[src/cepm_pkg.sv]
// Shared constants and types for the color ellipse pixel masker.
package cepm_pkg;

  localparam int NUM_STAGES = 7;

  localparam logic [14:0] CX_R = 15'd24445;
  localparam logic [14:0] CX_G = 15'd21692;
  localparam logic [14:0] CX_B = 15'd2753;
  localparam logic [14:0] CY_R = 15'd10945;
  localparam logic [14:0] CY_G = 15'd15729;
  localparam logic [14:0] CY_B = 15'd26673;
  localparam logic [14:0] CZ_R = 15'd18874;
  localparam logic [14:0] CZ_G = 15'd18907;
  localparam logic [14:0] CZ_B = 15'd18973;

  localparam int unsigned CZ_SUM = 32'(CZ_R) + 32'(CZ_G) + 32'(CZ_B);
  localparam logic [23:0] RZ_DEN = 24'(CZ_SUM * 255);
  localparam logic [22:0] RZ_HALF = 23'(RZ_DEN / 2);
  localparam int RZ_SHIFT = 24;
  localparam logic [16:0] RZ_RECIP = 17'((64'd1 << (RZ_SHIFT + 16)) / 64'(RZ_DEN));

  localparam logic [7:0] CHROMA_BIAS = 8'd127;
  localparam logic [9:0] GRAY_RECIP = 10'd683;

  localparam logic [15:0] RST_RADIUS_X_LO = 16'd4345;
  localparam logic [15:0] RST_RADIUS_X_HI = 16'd5793;
  localparam logic [15:0] RST_RADIUS_Y_LO = 16'd6901;
  localparam logic [15:0] RST_RADIUS_Y_HI = 16'd10990;

  typedef enum logic [1:0] {
    REG_RADIUS_X_LO,
    REG_RADIUS_X_HI,
    REG_RADIUS_Y_LO,
    REG_RADIUS_Y_HI
  } cepm_reg_t;

  typedef struct packed {
    logic [NUM_STAGES-1:0] load;
    logic [NUM_STAGES-1:0] valid;
  } cepm_pipe_t;

endpackage

[src/cepm_div255.sv]
// Rounded chroma magnitude: quotient of a biased value by 255 via reciprocal.
module cepm_div255
  import cepm_pkg::*;
(
  input  logic [22:0] num,
  output logic [14:0] quo
);

  logic [31:0] scaled;
  logic [15:0] q0;
  logic [22:0] back;
  logic [22:0] rem;

  always_comb begin
    scaled = ({9'b0, num} << 8) + {9'b0, num};
    q0 = scaled[31:16];
    back = 23'({q0, 8'b0} - {8'b0, q0});
    rem = num - back;
    if (rem >= 23'd255) begin
      quo = q0[14:0] + 15'd1;
    end else begin
      quo = q0[14:0];
    end
  end

endmodule

[config.mk]
export PLATFORM = sky130hd
export DESIGN_NAME = cepm_div255
export DESIGN_NICKNAME = d
export VERILOG_FILES = /design/src/cepm_pkg.sv /design/src/cepm_div255.sv
export SDC_FILE = /design/constraint.sdc
export NUM_CORES = 1
export LEC_CHECK = 0
export ABC_AREA = 1
export BUFFER_PORTS_ARGS = -buffer_cell sky130_fd_sc_hd__buf_4
export CAP_MARGIN = 10
export CORE_AREA = 2 2 114 116
export DETAILED_ROUTE_END_ITERATION = 8
export DIE_AREA = 0 0 116 118
export GPL_TIMING_DRIVEN = 1
export SYNTH_ARGS = -nofsm -noshare
export SYNTH_HDL_FRONTEND = slang
export SYNTH_SLANG_ARGS = --single-unit
export TNS_END_PERCENT = 50
[constraint.sdc]
create_clock -name vclk -period 14.5
set_input_delay 2.9 -clock vclk [all_inputs]
set_output_delay 2.9 -clock vclk [all_outputs]
set_load 0.005 [all_outputs]
* Word-level counts from Yosys, hierarchy flattened
Index checks and enable logic that the tools add are counted.
** Operators by class
- $add $sub $neg :: 4
- Magnitude comparators :: 1
- Mux-type cells :: 1
** Operators with widths (count)
- adder 31 x 23 -> 32 bit :: 1
- >= comparator 23 x 8 -> 1 bit, second input constant :: 1
- subtractor 23 x 16 -> 23 bit :: 1
- subtractor 23 bit :: 1
- adder 15 x 1 -> 15 bit, second input constant :: 1
- two-way mux 15 bit :: 1
** Word-level totals
- Register bits :: 0
- Word-level logic and storage cells :: 6
- Input port bits :: 23
- Output and inout port bits :: 15

* Depth between registers and ports, before layout
- Word-level depth :: 5
- Gate-level depth with buffers :: 35
- Gate-level depth less buffers :: 35

* Worst setup path before layout
No wires, ideal clock.
- Path kind :: input-to-output
- From :: in num[8]
- To :: out quo[12]
- Data arrival time :: 6.581 ns
- Cell stages on the path :: 29
- Path slack :: 5.019 ns
- Data required time :: 11.600 ns
- Cells stage by stage :: ha_1 a21oi_1 o21a_1 nor2_1 nor2_1 nand2_1 nand2_1 inv_1 ha_1 inv_1 fa_1 inv_1 ha_1 nand2_1 inv_1 nand2_1 nand2_1 a21oi_1 nand2_1 nand2_1 nand3b_1 nand2_1 nand2_1 nor2_2 nand2_4 buf_6 nand3_1 nand2_1 nand2_1
** On the way
- Cells in the longest elaborated chain, start to end :: 5
- Elaborated cells between the ends (all ways) :: 6
- Those cells by class :: 4 x add/sub; 1 x order compare; 1 x mux
** Ends and longest elaborated chain
- start, declared :: line cepm_div255.sv:5 : input logic [22:0] num,
- adder 31 x 23 -> 32 bit :: line cepm_div255.sv:15 : scaled = ({9'b0, num} << 8) + {9'b0, num};
- subtractor 23 x 16 -> 23 bit :: line cepm_div255.sv:17 : back = 23'({q0, 8'b0} - {8'b0, q0});
- subtractor 23 bit :: line cepm_div255.sv:18 : rem = num - back;
- >= comparator 23 x 8 -> 1 bit :: line cepm_div255.sv:19 : if (rem >= 23'd255) begin
- two-way mux 15 bit (*) :: line cepm_div255.sv:19
- end, declared :: line cepm_div255.sv:6 : output logic [14:0] quo
Every way passes the cells marked *; elsewhere a longest branch is shown, timed or not.

* Worst setup path after layout
- From :: in num[17]
- To :: out quo[3]
Same word-level chain as after synthesis.

==> results_dict.tcl <==
set metrics [dict create \
    fin_crit_ns 10.44 \
    synth.largest_area_cell "nand2_1" \
    status "finished, final reports clean" \
    tightest_slew_ns 0.587 \
    ctsResizeCount 0 \
    multiInputGateArea_mm2 0.00306 \
    drc_errors 0 \
    grt_pass1_vias 3960 \
    syn_avg_cell_area_um2 5.10 \
    slowest_stage "fa_1" \
    cpLargestDelayFamily "simple AND/OR/NAND/NOR gates" \
    viasPerCell 4.54 \
    floorplan.die.height_um 118 \
    critPathMaxStageDelay_ns 0.51 \
    rows 41 \
    finalHoldViolCount 0 \
    hold_buffers 0 \
    fmax_mhz 95.8 \
    cp_num_buf_inv 7 \
    m1WireLength_um 5160 \
    die_w_um 116 \
    wl_met3_um 419 \
    syn_nets 798 \
    ys_warn_count 0 \
    ioPinCount 38 \
    port_buffers 38 \
    drv_cap 0 \
    synth.top_cell.area_share 0.296 \
    fin_area_mm2 0.00414 \
    seq_cell_count 0 \
    cp_max_fo 25 \
    grt_start_max_net_pins 26 \
    fin_util 0.333 \
    gr-total-overflow 0 \
    ys_types 33 \
    slew_viol_final 0 \
    cp-end-kind "output pin" \
    dieArea_mm2 0.0137 \
    dpl_cell_area_mm2 0.00414 \
    peakVddDrop_mv 0.0230 \
    antenna_found_initial 0 \
    num-fill-cells 1474 \
    antenna_cells 0 \
    yosysSeqAreaShare 0 \
    slew_headroom 0.606 \
    p_total_mw 0.359 \
    tns_ns 0 \
    drt-total-wl_um 11300 \
    netlist_area_mm2 0.00366 \
    top_layer "met4" \
    grt_pass1_wl_um 18800 \
    hold_ws_ns 6.28 \
    fp.coreArea_mm2 0.0124 \
    post-dp-hpwl_um 10200 \
    grt.total_usage 0.169 \
    clkbuf_count 0 \
    setup_viol 0 \
    num_vias 4202 \
    post_drt_wl_per_cell_um 12.2 \
    post_cts_buffers 0 \
    critPathRequiredTime_ns 11.60 \
    drive_gt1_frac 0.0769 \
    netlist_instances 718 \
    path_class "input pin to output pin" \
    hold_start "num[22]" \
    syn2layout_area_growth_pct 13.1 \
    place_congestion 0.916 \
    p_leak_nw 2.55 \
    synth.area.top_cells "nand2_1 30%, ha_1 17%, inv_1 16%" \
    hold_class "input pin to output pin" \
    ant_nets 0 \
    drt_pass1_iterations 5 \
    drt_iter0_markers 183 \
    ff_latch_area_um2 0 \
    rsz0062_at_grt "false" \
    cp_common_cell "nand2_1" \
    cp-startpoint "num[17]" \
    layout.nets 836 \
    fin_crit_sh 0.720 \
    powerDensity_mw_per_mm2 86.9 \
    cp-start-kind "input pin" \
    arrival_ns 7.54 \
    initial_core_util 0.295 \
    route.met2.wl_um 5490 \
]
per-stage QoR:
step	std cells	setup WS [ns]
6_report	926	4.06
5_1_grt	926	3.55
4_1_cts	926	4.09
3_5_place_dp	926	4.10
3_3_place_gp	926	4.09
2_1_floorplan	718	5.02
synthesized netlist by cell type, types with 2 or more instances:
cell / n
a21oi_1: 25
and2_1: 2
buf_6: 2
fa_1: 7
ha_1: 50
inv_1: 152
inv_2: 2
nand2_1: 289
nand2_2: 2
nand3_1: 51
nand3_2: 2
nand3b_1: 14
nand4_1: 13
nor2_1: 51
nor2_2: 7
nor3_1: 11
o211ai_1: 2
o21ai_0: 7
o21ai_1: 2
o21bai_1: 2
xnor2_1: 10
xor2_1: 3
xor2_2: 2
tightest hold or removal path, delay by kind of cell:
family | cells | cell delay [ns]
AND/OR/NAND/NOR | 2 | 0.17
XOR/XNOR | 1 | 0.08
buffers and inverters | 2 | 0.23
cells by family after synthesis:
kind of cell / count (synthesis) / share of synthesized area
xor gates and xnor gates: 15 / 0.0400
adders and majority gates: 57 / 0.209
buffers and inverters: 157 / 0.165
and+or+nand+nor: 446 / 0.519
AOI/OAI and AO/OA: 43 / 0.0663
cell type report:
class / count / area share
multi-input combinational: 561 / 0.738
tap: 172 / 0.0520
timing repair buffer: 38 / 0.0689
inverter: 155 / 0.141
cell usage in the layout (no fill, tap or decap):
cell and instances:
o21ai_1 2, xor2_2 2, ha_1 50, nand3b_1 14
clkinv_1 1, and2_1 2, a21oi_2 1, xnor2_1 10
a32o_1 1, nand3_2 2, fa_1 7, o211ai_1 2
xor2_1 3, nor2_2 7, o21a_1 1, inv_2 2
a21oi_1 25, nand2_2 2, buf_4 38, nor3_1 11
nor2_4 1, nand2_4 1, nor2_1 51, nor4_1 1
o21bai_1 2, a21o_1 1, nand2_1 289, nor3_2 1
inv_1 152, o21ai_2 1, nand3_1 51, o21ai_0 7
nand4_1 13
metal layers:
layer  global-route usage  up-vias
met3              0.00463       16
met1                0.221     1811
met2                0.304       88
met5                    0        -
li1                     -     2287
met4               0.0350        0
where the power goes:
part	switching (mW)	internal (mW)	total, mW
clock network	0	0	0
logic	0.232	0.127	0.359
registers	0	0	0
path summary, 6_finish.rpt:
check | end | slack (ns) | depth (start not counted)
setup / recovery | quo[3] | 4.06 | 33
hold / removal | quo[14] | 6.28 | 5
No activity file was read; power rests on OpenSTA's default activity.
