[config.mk]
export PLATFORM = sky130hd
export DESIGN_NAME = cepm_pipe_ctrl
export DESIGN_NICKNAME = d
export VERILOG_FILES = /design/src/cepm_pkg.sv /design/src/cepm_pipe_ctrl.sv
export SDC_FILE = /design/constraint.sdc
export NUM_CORES = 1
export LEC_CHECK = 0
export BUFFER_PORTS_ARGS = -buffer_cell sky130_fd_sc_hd__clkbuf_2
export CORE_AREA = 2 2 39 41
export DETAILED_ROUTE_END_ITERATION = 10
export DIE_AREA = 0 0 41 43
export MAX_ROUTING_LAYER = met4
export PLACE_DENSITY = 0.45
export SLEW_MARGIN = 25
export SYNTH_ARGS = -nofsm -noshare
export SYNTH_HDL_FRONTEND = slang
export SYNTH_SLANG_ARGS = --single-unit
[constraint.sdc]
create_clock -name clk -period 2.4 [get_ports clk]
set_clock_uncertainty 0.15 [all_clocks]
set_input_delay 0.36 -clock clk [delete_from_list [all_inputs] [get_ports clk]]
set_output_delay 0.36 -clock clk [all_outputs]
set_load 0.1 [all_outputs]
[src/cepm_pkg.sv]
// Shared constants and types for the color ellipse pixel masker.
package cepm_pkg;

  localparam int NUM_STAGES = 7;

  localparam logic [14:0] CX_R = 15'd24445;
  localparam logic [14:0] CX_G = 15'd21692;
  localparam logic [14:0] CX_B = 15'd2753;
  localparam logic [14:0] CY_R = 15'd10945;
  localparam logic [14:0] CY_G = 15'd15729;
  localparam logic [14:0] CY_B = 15'd26673;
  localparam logic [14:0] CZ_R = 15'd18874;
  localparam logic [14:0] CZ_G = 15'd18907;
  localparam logic [14:0] CZ_B = 15'd18973;

  localparam int unsigned CZ_SUM = 32'(CZ_R) + 32'(CZ_G) + 32'(CZ_B);
  localparam logic [23:0] RZ_DEN = 24'(CZ_SUM * 255);
  localparam logic [22:0] RZ_HALF = 23'(RZ_DEN / 2);
  localparam int RZ_SHIFT = 24;
  localparam logic [16:0] RZ_RECIP = 17'((64'd1 << (RZ_SHIFT + 16)) / 64'(RZ_DEN));

  localparam logic [7:0] CHROMA_BIAS = 8'd127;
  localparam logic [9:0] GRAY_RECIP = 10'd683;

  localparam logic [15:0] RST_RADIUS_X_LO = 16'd4345;
  localparam logic [15:0] RST_RADIUS_X_HI = 16'd5793;
  localparam logic [15:0] RST_RADIUS_Y_LO = 16'd6901;
  localparam logic [15:0] RST_RADIUS_Y_HI = 16'd10990;

  typedef enum logic [1:0] {
    REG_RADIUS_X_LO,
    REG_RADIUS_X_HI,
    REG_RADIUS_Y_LO,
    REG_RADIUS_Y_HI
  } cepm_reg_t;

  typedef struct packed {
    logic [NUM_STAGES-1:0] load;
    logic [NUM_STAGES-1:0] valid;
  } cepm_pipe_t;

endpackage

[src/cepm_pipe_ctrl.sv]
// Valid bits and per-stage load enables of the pixel pipeline.
module cepm_pipe_ctrl
  import cepm_pkg::*;
(
  input  logic       clk,
  input  logic       rst,
  input  logic       in_valid,
  input  logic       out_ready,
  output logic       in_ready,
  output cepm_pipe_t pipe
);

  logic [NUM_STAGES-1:0] valid;
  logic [NUM_STAGES-1:0] load;

  always_comb begin
    load[NUM_STAGES-1] = ~valid[NUM_STAGES-1] | out_ready;
    for (int i = NUM_STAGES - 2; i >= 0; i--) begin
      load[i] = ~valid[i] | load[i+1];
    end
  end

  always_ff @(posedge clk) begin
    if (rst) begin
      valid <= '0;
    end else begin
      if (load[0]) begin
        valid[0] <= in_valid;
      end
      for (int i = 1; i < NUM_STAGES; i++) begin
        if (load[i]) begin
          valid[i] <= valid[i-1];
        end
      end
    end
  end

  assign in_ready = load[0];
  assign pipe.load = load;
  assign pipe.valid = valid;

endmodule
# Yosys cells after proc, flatten, opt, wreduce, memory -nomap -nowiden
# Index checks and enable logic that the tools add are counted.
# totals
register_bits	7
input_bits	4
output_inout_bits	15
# op_classes
bitwise	14
# ops
cell	n
1-bit inverter	7
1-bit bitwise OR	7

# Depth between registers and ports, before layout
# depth
depth_word	8
mapped_depth	4
depth_no_buf	3

# Worst setup path before layout
# OpenSTA, ideal clock, no wires.
# synth_timing
kind	register -> output
from	register valid[5]
to	output port pipe[7] (netlist bit)
arrival_ns	2.476
required_time_ns	1.890
setup_slack_ns	-0.586
stages_incl_launch_ff	5
n_path_buf	2
path_cell_list	dfxtp_1 -> and4b_1 -> buf_6 -> nand2_1 -> buf_4
# synth_between
elab_chain_cells	7
# synth_rtl
element	line_no	text
start: declaration	cepm_pipe_ctrl.sv:13	logic [NUM_STAGES-1:0] valid;
start signal: indexed assignment	cepm_pipe_ctrl.sv:32	valid[i] <= valid[i-1];
1-bit inverter	cepm_pipe_ctrl.sv:19	load[i] = ~valid[i] | load[i+1];
1-bit bitwise OR (6 in series)	cepm_pipe_ctrl.sv:19	
end: declaration	cepm_pipe_ctrl.sv:10	output cepm_pipe_t pipe
# Every way passes these cells.

==> summary.txt <==
Run status
  – Status: complete, no violations

Critical path
  – Critical path, cell by cell: and4b_1 > nand4_4 > clkbuf_2
  – Worst Path Required: ~1900 ps
  – Critical Path Source Type: register
  – Crit path buf inv count: 1
  – Critical path type: reg2out
  – Slowest cell on the critical path: and4b_1
  – Critical Path End Type: primary output
  – Critical Path AT: between 1500 and 2000 ps
  – Crit path max-delay family: simple AND/OR/NAND/NOR gates
  – Biggest cell delay along the critical path: roughly 420 ps
  – Crit path max fanout: 7

Synth
  – Yosys top cell area share: a little under half
  – Yosys top cell by area: dfxtp_1
  – Post-Synth Adder-Cell Area: 0%
  – Sequential fraction of the synthesis area: 47.3%
  – Post-synth ARST share: 0%
  – Main flop type after synthesis: dfxtp_1
  – Synth Area in Simple Gates: roughly 30%
  – Mux cell area share after synthesis: 0%
  – EDFF count, synth: 0
  – Compound-Gate Fraction of Synth Area: under 10%
  – Syn Area/Cell: roughly 9.0 sq um
  – Post-Syn Nets: 37
  – Largest family of logic cells by synthesized area: simple AND/OR/NAND/NOR gates
  – XOR/XNOR Fraction of Synth Area: 0%
  – Leading cell type by number of instances after synthesis: dfxtp_1
  – Main area contributors after synthesis: dfxtp_1, nor2_1, nand4_4
  – Syn Std Cell Area: between 200 and 300 sq um
  – Synth top cells by count: dfxtp_1, nor2_1, inv_1
  – Netlist cell types: 13
  – Yosys reg bits: 7
  – Count of synthesis-stage warnings from yosys: 0
  – Mapped Cells: 33

Global route
  – GR Overflow Total: 0
  – Initial antenna violation count: 0
  – Global-route wire length before repair: 966 um
  – Total track usage: 8.77%
  – Largest net degree at the start of global routing: 8
  – Vias in the first global route: ~240

STA
  – Unrepaired setup endpoints after global routing: false
  – Pins over their slew limit: 0
  – Fmax: approximately 0.49 GHz
  – Slew @ Worst Pin: between 500 and 600 ps
  – Min Clock Period, post-route: between 2000 and 2500 ps
  – Hold Fails Final Rpt: 0
  – Setup-failing EPs final: 0
  – Setup TNS: 0 ps
  – Hold_ws: approximately 160 ps
  – Worst slew margin: approximately 64%
  – Period utilization: between 80% and 90%

Place
  – Area after DPL: approximately 400 sq um
  – I/O Buffers: 18
  – Placer congestion estimate: around 0.65

Pwr
  – Leakage: approximately 0.0002 uW
  – Clock power frac: ~41%
  – PwrDens: about 610 nW/um^2
  – Logic pwr share: 11.3%
  – Maximum vdd drop: between 0.2 and 0.3 mV
  – Flop pwr share: a little under half
  – Switch Pwr: 71.3 uW
  – Internal power: roughly 190 uW
  – Switching share of power: 27.5%

Floorplan
  – Die height: 43 um
  – Die width: ~41 um
  – Boundary pin count: 19
  – Core area: between 1000 and 1500 sq um
  – Cell Rows: 14
  – Initial core utilization: a little over a fifth
  – Die area: 1760 sq um

CTS
  – Number of post-CTS setup repair buffers: 0
  – Worst-path clk slew: about 50 ps
  – Clk root buf: clkbuf_4
  – Longest Clk Path Bufs: 2
  – Clk sinks: 7
  – Cts bufs inserted: 3
  – Hold buffers post-CTS: 0
  – CTS tree: done
  – Cts repair resizes: 0
  – Worst skew pair latency: approximately 250 ps
  – Number of H-tree levels: 1

Routing
  – Average wire per cell in the routed design: about 9.2 um
  – Post-route ant nets: 0
  – Initial DRC Count: 0
  – Drt drc: 0
  – Total wire length: around 630 um
  – Initial DRT Pass Iterations: 1
  – Via density: around 4
  – Vias: approximately 280

Finish
  – Final #Nets: 58
  – ANT cells: 0
  – Largest registers: valid (7)
  – Area growth syn-to-layout: 43.5%
  – Number of fill cells: about 150
  – Share of layout cells above drive strength 1: about 60%
  – Final instance area: ~430 sq um
  – Max reg flops: 7
  – Largest register by flop count: valid

Flow run
  – Max Cap Viol: 0

Hold path
  – Worst Hold Class: in2reg
[power by group through the flow]
stage	logic (uW)	registers, uW	clock network (uW)
final	29.4	123	107
after global routing	30.7	123	120
after CTS	29.7	123	115
after detailed placement	29.6	125	0
after global placement	29.6	125	0
after floorplan	3.32	144	0
[kinds of logic (layout without fill, tap and decap cells)]
kind of cell	count (synthesis)	in the layout
AOI/OAI and AO/OA	5	5
buffers and inverters	7	27
and+or+nand+nor	14	14
DFF	7	7
[metal layers]
layer | global-route usage (%) | wire (um) | share of wire (%) | vias up
met2 | 10.6 | 255 | 40 | 16
met5 | - | 0 | 0 | -
met3 | 3.14 | 74 | 12 | 0
met4 | 8.00 | 0 | 0 | 0
met1 | 10.7 | 304 | 48 | 116
li1 | - | - | - | 145
[cell type report]
class	instances	area (sq um)	area share (%)
Clock buffer	4	26.3	6.18
Timing Repair Buffer	18	90.1	21.2
Inverter	5	18.8	4.41
Sequential cell	7	149	35.0
Multi-Input combinational cell	19	121	28.5
Tap cell	16	20.0	4.71
[worst min-delay path, delay by kind of cell]
family | cells | cell delay, ps
compound gates | 1 | 50
buf+inv | 2 | 120
[metrics by stage]
stage	setup slack [ps]	utilization, %	power [uW]	std cells
2_1_floorplan	110	-	147	33
3_3_place_gp	465	28.8	155	65
3_5_place_dp	446	28.8	155	65
4_1_cts	309	30.7	268	69
5_1_grt	257	30.7	274	69
6_report	341	30.7	259	69
[path summary, 6_finish.rpt]
path | from | to | slack (ps) | depth (start not counted)
worst min-delay path | in_valid | valid[0] | 160 | 3
worst max-delay path | valid[5] | pipe[8] | 340 | 3
worst min register to register | valid[0] | valid[1] | 310 | 2
worst max register to register | valid[5] | valid[2] | 1130 | 3
[cells in the final DEF, fill, tap and decap left out, drive strengths merged]
cell type  netlist  layout
nor2b            1       1
nor2             6       6
inv              5       5
nand2            3       3
dfxtp            7       7
clkbuf           0      22
nand3            1       1
and4             1       1
nand4            1       1
and4b            1       1
a21oi            5       5
Power figures use the tool's default switching activity.
