[src/cepm_pkg.sv]
// Shared constants and types for the color ellipse pixel masker.
package cepm_pkg;

  localparam int NUM_STAGES = 7;

  localparam logic [14:0] CX_R = 15'd24445;
  localparam logic [14:0] CX_G = 15'd21692;
  localparam logic [14:0] CX_B = 15'd2753;
  localparam logic [14:0] CY_R = 15'd10945;
  localparam logic [14:0] CY_G = 15'd15729;
  localparam logic [14:0] CY_B = 15'd26673;
  localparam logic [14:0] CZ_R = 15'd18874;
  localparam logic [14:0] CZ_G = 15'd18907;
  localparam logic [14:0] CZ_B = 15'd18973;

  localparam int unsigned CZ_SUM = 32'(CZ_R) + 32'(CZ_G) + 32'(CZ_B);
  localparam logic [23:0] RZ_DEN = 24'(CZ_SUM * 255);
  localparam logic [22:0] RZ_HALF = 23'(RZ_DEN / 2);
  localparam int RZ_SHIFT = 24;
  localparam logic [16:0] RZ_RECIP = 17'((64'd1 << (RZ_SHIFT + 16)) / 64'(RZ_DEN));

  localparam logic [7:0] CHROMA_BIAS = 8'd127;
  localparam logic [9:0] GRAY_RECIP = 10'd683;

  localparam logic [15:0] RST_RADIUS_X_LO = 16'd4345;
  localparam logic [15:0] RST_RADIUS_X_HI = 16'd5793;
  localparam logic [15:0] RST_RADIUS_Y_LO = 16'd6901;
  localparam logic [15:0] RST_RADIUS_Y_HI = 16'd10990;

  typedef enum logic [1:0] {
    REG_RADIUS_X_LO,
    REG_RADIUS_X_HI,
    REG_RADIUS_Y_LO,
    REG_RADIUS_Y_HI
  } cepm_reg_t;

  typedef struct packed {
    logic [NUM_STAGES-1:0] load;
    logic [NUM_STAGES-1:0] valid;
  } cepm_pipe_t;

endpackage

[src/cepm_interp.sv]
// Linear interpolation of one ellipse radius by brightness.
module cepm_interp
  import cepm_pkg::*;
(
  input  logic [15:0] lo,
  input  logic [15:0] hi,
  input  logic [16:0] rz,
  output logic [15:0] rad
);

  logic        up;
  logic [15:0] diff;
  logic [33:0] prod;
  logic [16:0] corr;
  logic [16:0] sum;

  always_comb begin
    up = (hi >= lo);
    diff = up ? (hi - lo) : (lo - hi);
    prod = 34'(diff) * 34'(rz) + 34'd32768;
    corr = prod[32:16];
    sum = up ? (17'(lo) + corr) : (17'(lo) - corr);
    rad = sum[15:0];
  end

endmodule

[config.mk]
export PLATFORM = sky130hd
export DESIGN_NAME = cepm_interp
export DESIGN_NICKNAME = d
export VERILOG_FILES = /design/src/cepm_pkg.sv /design/src/cepm_interp.sv
export SDC_FILE = /design/constraint.sdc
export NUM_CORES = 1
export LEC_CHECK = 0
export BUFFER_PORTS_ARGS = -buffer_cell sky130_fd_sc_hd__buf_4
export CORE_ASPECT_RATIO = 1.4
export CORE_MARGIN = 3
export CORE_UTILIZATION = 61
export DETAILED_ROUTE_END_ITERATION = 7
export PLACE_DENSITY = 0.84
export SYNTH_ARGS = -nofsm -noshare
export SYNTH_HDL_FRONTEND = slang
export SYNTH_SLANG_ARGS = --single-unit
export TNS_END_PERCENT = 10
[constraint.sdc]
create_clock -name vclk -period 25.7
set_input_delay 5.14 -clock vclk [all_inputs]
set_output_delay 5.14 -clock vclk [all_outputs]
set_load 0.01 [all_outputs]
Word level (Yosys, flattened, before mapping)
Cells that the tools add are included.
Cells by class
  add/subtract/negate cells: 5
  $mul: 1
  order comparisons: 1
  multiplexer cells: 2
Operators by type and width (count)
  $sub 16x16->16: 3
  $add 32x16->32 const B: 1
  $mul 16x17->32: 1
  $mux 16: 2
  $add 16x16->16: 1
  $ge 16x16->1: 1
Word-level totals
  flip-flop bits (word level): 0
  bits of input ports: 49
  output and inout port bits: 16
  logic and storage cells: 9

Depth between registers and ports, before layout
Gate-level depths: netlist (run 1).
  word-level depth: 6
  gate-level depth with buffers: 50
  gate-level depth less buffers: 47

Least setup slack after synthesis (run 1)
Ideal clock, no wire load.
  path type: in2out
  from: in lo[11]
  to: out rad[15]
  arrival time: 15.995 ns
  path slack: 4.565 ns
  stages: 45
  cell sequence: inv_1 > ha_1 > buf_6 > and4_4 > and3_4 > a2111o_1 > nor2_1 > mux2i_1 > a21boi_0 > o31a_1 > o221a_2 > buf_2 > a21oi_1 > clkbuf_1 > nand2_1 > fa_1 > inv_1 > fa_1 > (+9 left out) > a31o_2 > nor4_1 > o2111ai_1 > nand3_1 > xor2_1 > nand3_1 > or4_1 > o21ai_0 > xnor2_1 > ha_1 > and2_1 > o211ai_1 > o211ai_1 > a21o_1 > a21oi_1 > o21ai_0 > xnor3_1 > xnor2_1
Between the ends
  word-level cells in the longest chain between the ends: 6
RTL lines
  from (decl): line cepm_interp.sv:5  | input logic [15:0] lo,
  $sub 16x16->16 or $ge 16x16->1 (tied branches): line cepm_interp.sv:19, cepm_interp.sv:18
  $mux 16: line cepm_interp.sv:19  | diff = up ? (hi - lo) : (lo - hi);
  $mul 16x17->32: line cepm_interp.sv:20  | prod = 34'(diff) * 34'(rz) + 34'd32768;
  $add 32x16->32: line cepm_interp.sv:20
  $sub 16x16->16 or $add 16x16->16 (tied branches): line cepm_interp.sv:22  | sum = up ? (17'(lo) + corr) : (17'(lo) - corr);
  $mux 16 (*): line cepm_interp.sv:22
  to (decl): line cepm_interp.sv:8  | output logic [15:0] rad
Mark *: on every way between the ends. The rest lies on a longest branch, timed or not.

Worst setup path after layout (run 1)
  from: in lo[14]
  to: out rad[15]
Same word-level chain as after synthesis.

==> flow_summary.yaml, run 1 <==
run_status:
  status: "finished, final reports clean"
timing:
  finalCritPeriodShare_pct: 89.9
  rsz0062_at_grt: "false"
  fin_tns_setup_ps: 0
  min_period_ps: 23100
  fmax_mhz: 43.3
  tightest_slew_ps: 1130
  slew_violations: 0
  setup_viol: 0
  max-slew-margin-rel_pct: 24.2
  final_hold_viol_count: 0
worst_setup_path:
  critPathTopFamily: "adder cells"
  slowest_stage: "nor2_2"
  cp_max_fo: 25
  setup.worst_path.end_class: "output port"
  start_kind: "primary input"
  critPathRequiredTime_ps: 20560
  crit_buf_inv: 6
  cpPeakStageDelay_ps: 840
  crit_top_cell: "fa_1"
  worst-setup-path-type: "primary input to output port"
  arrival_ps: 17960
floorplan:
  start_util_pct: 63.0
  rows: 60
  fp.dieH_um: 174
  core-area_um2: 19400
  dieWidth_um: 126
  fp.dieArea_um2: 21800
  ios: 65
final_layout:
  drive_gt1_share_pct: 6.38
  final_common_cell: "inv_1"
  fin_nets: 1955
  clockBufferCount: 0
  fin_area_um2: 12900
  fin_util_pct: 66.2
  mostFrequentLayoutCells: "inv_1, fa_1, nand2_1, ha_1, and2_1"
  seq_cells: 0
  syn_to_final_growth_pct: 5.01
  seq_area_um2: 0
  antenna_cells: 0
  fill_cells: 1611
placed_design:
  place.gp.congestion: 0.970
  port_buffers: 65
  dpl_cell_area_um2: 12900
  dp_hpwl_mm: 25.7
clock_network:
  cts_setup_buffers: 0
  ctsHoldBuffers: 0
  ctsResizeCount: 0
synth:
  ys_types: 67
  syn-cell-area_um2: 12300
  synth_largest_area_cell: "fa_1"
  yosysSeqAreaShare_pct: 0
  syn_inst: 1535
  yosysTopAreaCellShare_pct: 34.1
  synthTopCellsByArea: "fa_1, ha_1, inv_1, nand2_1, and2_1"
  syn_area_per_cell_um2: 7.98
  yosys_warnings: 0
  syn-num-nets: 1953
min_path:
  worstHoldPathType: "primary input to output port"
grt:
  grt_first_pass_wirelength_mm: 53.4
  antenna_found_initial: 0
  grt_max_degree: 41
  gr-total-overflow: 0
  grt_usage_pct: 29.6
  grt_pass1_vias: 11200
route:
  num_vias: 10800
  initialDrtViolationCount: 831
  drc: 0
  wl_per_cell_um: 17.9
  vias_per_cell: 6.04
  totalWireLength_mm: 31.9
  drtAntennaViolNets: 0
  dr.pass1.iters: 7
job:
  maxCapViolCount: 0
synth_stat cells (3+ instances only):
cell / count
nor2b_1: 31
a21oi_1: 51
or2_2: 5
nor2_1: 68
nor4_1: 9
nand2b_1: 10
o31ai_1: 7
xor2_1: 11
a21boi_0: 4
and2_1: 88
inv_1: 303
o21ai_0: 27
o21bai_1: 8
a311oi_1: 6
nor3_1: 31
nand2_1: 194
fa_1: 209
nand3_1: 19
a211oi_1: 6
and4_1: 3
clkbuf_1: 58
a21o_1: 23
o311ai_0: 8
ha_1: 160
a31oi_1: 4
nand4_1: 13
buf_1: 14
xnor2_1: 46
and3_1: 17
o21a_1: 4
o22ai_1: 8
or3_1: 4
a32oi_1: 8
mux2i_1: 18
o211ai_1: 13
worst paths after layout:
path | startpoint | endpoint | slack (ps) | cells past startpoint
worst max-delay path | lo[14] | rad[15] | 2600 | 43
worst min-delay path | lo[0] | rad[0] | 10670 | 3
area by class of cell:
class | count | area, um2 | area share (%)
inverter | 304 | 1140 | 8.87
multi-input combinational | 1155 | 10800 | 84.3
tap | 248 | 310 | 2.41
timing repair buffer | 76 | 571 | 4.43
per-stage QoR:
stage / hold WS, ps / cells / setup slack [ps]
after floorplan: 10430 / 1535 / 4560
after global placement: 10670 / 1783 / 2980
after detailed placement: 10660 / 1783 / 2680
after CTS: 10670 / 1783 / 2640
after global routing: 10690 / 1783 / 1780
final: 10670 / 1783 / 2600
cells by family (layout without fill, tap and decap cells):
kind of cell / Yosys count / after routing / share of synthesized area, %
multiplexers: 19 / 19 / 1.56
AND/OR/NAND/NOR: 503 / 503 / 20.1
buffers and inverters: 380 / 380 / 11.8
AO/OA/AOI/OAI: 205 / 205 / 11.7
adder cells (fa/ha/maj): 369 / 369 / 50.5
XOR/XNOR: 59 / 59 / 4.39
metal layers:
layer / wire length (um) / GRT usage [%]
met3: 1990 / 2.07
met2: 16200 / 53.4
met4: 2120 / 14.8
met5: 0 / 0
met1: 11600 / 35.3
tightest hold or removal path, delay by kind of cell:
kind                       cells  cell delay (ps)
buffers and inverters          2              230
adders and majority gates      1              160
Power of run 1 is left out: the tool's default activity adds up to more than one toggle a clock period on the data nets, which glitch-free logic cannot reach.
==> run 2, diff against run 1 <==
==> constraint.sdc (replaced) <==
create_clock -name vclk -period 25.1
set_input_delay 5.02 -clock vclk [all_inputs]
set_output_delay 5.02 -clock vclk [all_outputs]
set_load 0.01 [all_outputs]
==> run 2 against run 1 <==
Against the previous run: non-clock buffer count did not move; cell count did not move; worst hold slack got worse by 230 ps; core utilization did not move.
==> flow_summary.yaml, run 2 (same netlist as run 1, synthesis figures left out) <==
final_layout:
  seq_area_um2: 0
  mostFrequentLayoutCells: "inv_1, fa_1, nand2_1, ha_1, and2_1"
  syn_to_final_growth_pct: 5.01
  seq_cells: 0
  clockBufferCount: 0
  final_common_cell: "inv_1"
  antenna_cells: 0
  fin_cells: 1783
  fill_cells: 1600
  drive_gt1_share_pct: 6.38
  fin_nets: 1955
timing:
  setup_viol: 0
  fin_tns_setup_ps: 0
  min_period_ps: 22920
  tightest_slew_ps: 1110
  max-slew-margin-rel_pct: 25.6
  fmax_mhz: 43.6
  slew_violations: 0
  finalCritPeriodShare_pct: 91.3
  rsz0062_at_grt: "false"
  final_hold_viol_count: 0
worst_setup_path:
  setup.worst_path.end_class: "output port"
  critPathTopFamily: "adder cells"
  slowest_stage: "nor2_2"
  cpPeakStageDelay_ps: 860
  cp_max_fo: 25
  crit_top_cell: "fa_1"
  critPathRequiredTime_ps: 20080
  crit_buf_inv: 6
  start_kind: "primary input"
  worst-setup-path-type: "primary input to output port"
  arrival_ps: 17900
placed_design:
  dp.cells: 1783
  place.gp.congestion: 0.967
  port_buffers: 65
  dp_hpwl_mm: 25.7
clock_network:
  cts_setup_buffers: 0
  ctsResizeCount: 0
  ctsHoldBuffers: 0
route:
  num_vias: 10800
  totalWireLength_mm: 31.9
  drtAntennaViolNets: 0
  dr.pass1.iters: 5
  vias_per_cell: 6.05
  initialDrtViolationCount: 793
  drc: 0
  wl_per_cell_um: 17.9
floorplan:
  fp.dieH_um: 174
  rows: 60
  dieWidth_um: 126
  core-area_um2: 19400
  fp.dieArea_um2: 21800
  ios: 65
  start_util_pct: 63.0
grt:
  grt_max_degree: 41
  grt_first_pass_wirelength_mm: 53.4
  grt_pass1_vias: 11300
  gr-total-overflow: 0
  grt_usage_pct: 29.6
  antenna_found_initial: 0
run_status:
  status: "finished, final reports clean"
min_path:
  worstHoldPathType: "primary input to output port"
job:
  maxCapViolCount: 0
==> run 2: cell type report <==
| cell class | count | area, um2 | area share, % |
|---|---|---|---|
| Multi-Input combinational cell | 1155 | 10800 | 84.3 |
| Inverter | 304 | 1140 | 8.87 |
| Timing Repair Buffer | 76 | 571 | 4.43 |
| Tap cell | 248 | 310 | 2.41 |
==> run 2: routing by layer <==
layer  share of wire, %  GRT usage, %  wire [um]  up-vias
met4                6.9          16.1       2190        0
met2                 50          52.6      16000      494
li1                   -             -          -     4897
met3                6.4          2.59       2030      123
met1                 37          35.2      11700     5274
met5                  0             0          0        -
==> run 2: stage by stage <==
step                worst slack (ps)  utilization (%)  cell area, um2  hold WS (ps)
floorplan                       4200                -           12300         10190
global placement                2620             66.2           12900         10430
detailed placement              2350             66.2           12900         10420
CTS                             2310             66.2           12900         10430
global route                    1520             66.2           12900         10440
finish                          2180             66.2           12900         10440
==> run 2: final timing paths <==
check | slack (ps) | start | endpoint | depth (start not counted)
worst min-delay path | 10440 | lo[0] | rad[0] | 3
worst max-delay path | 2180 | lo[14] | rad[15] | 44
==> run 2: worst min-delay path: stages <==
cell and delay (ps):
buf_4 100, ha_1 170, buf_4 130
Power of run 2 is left out for the same reason.
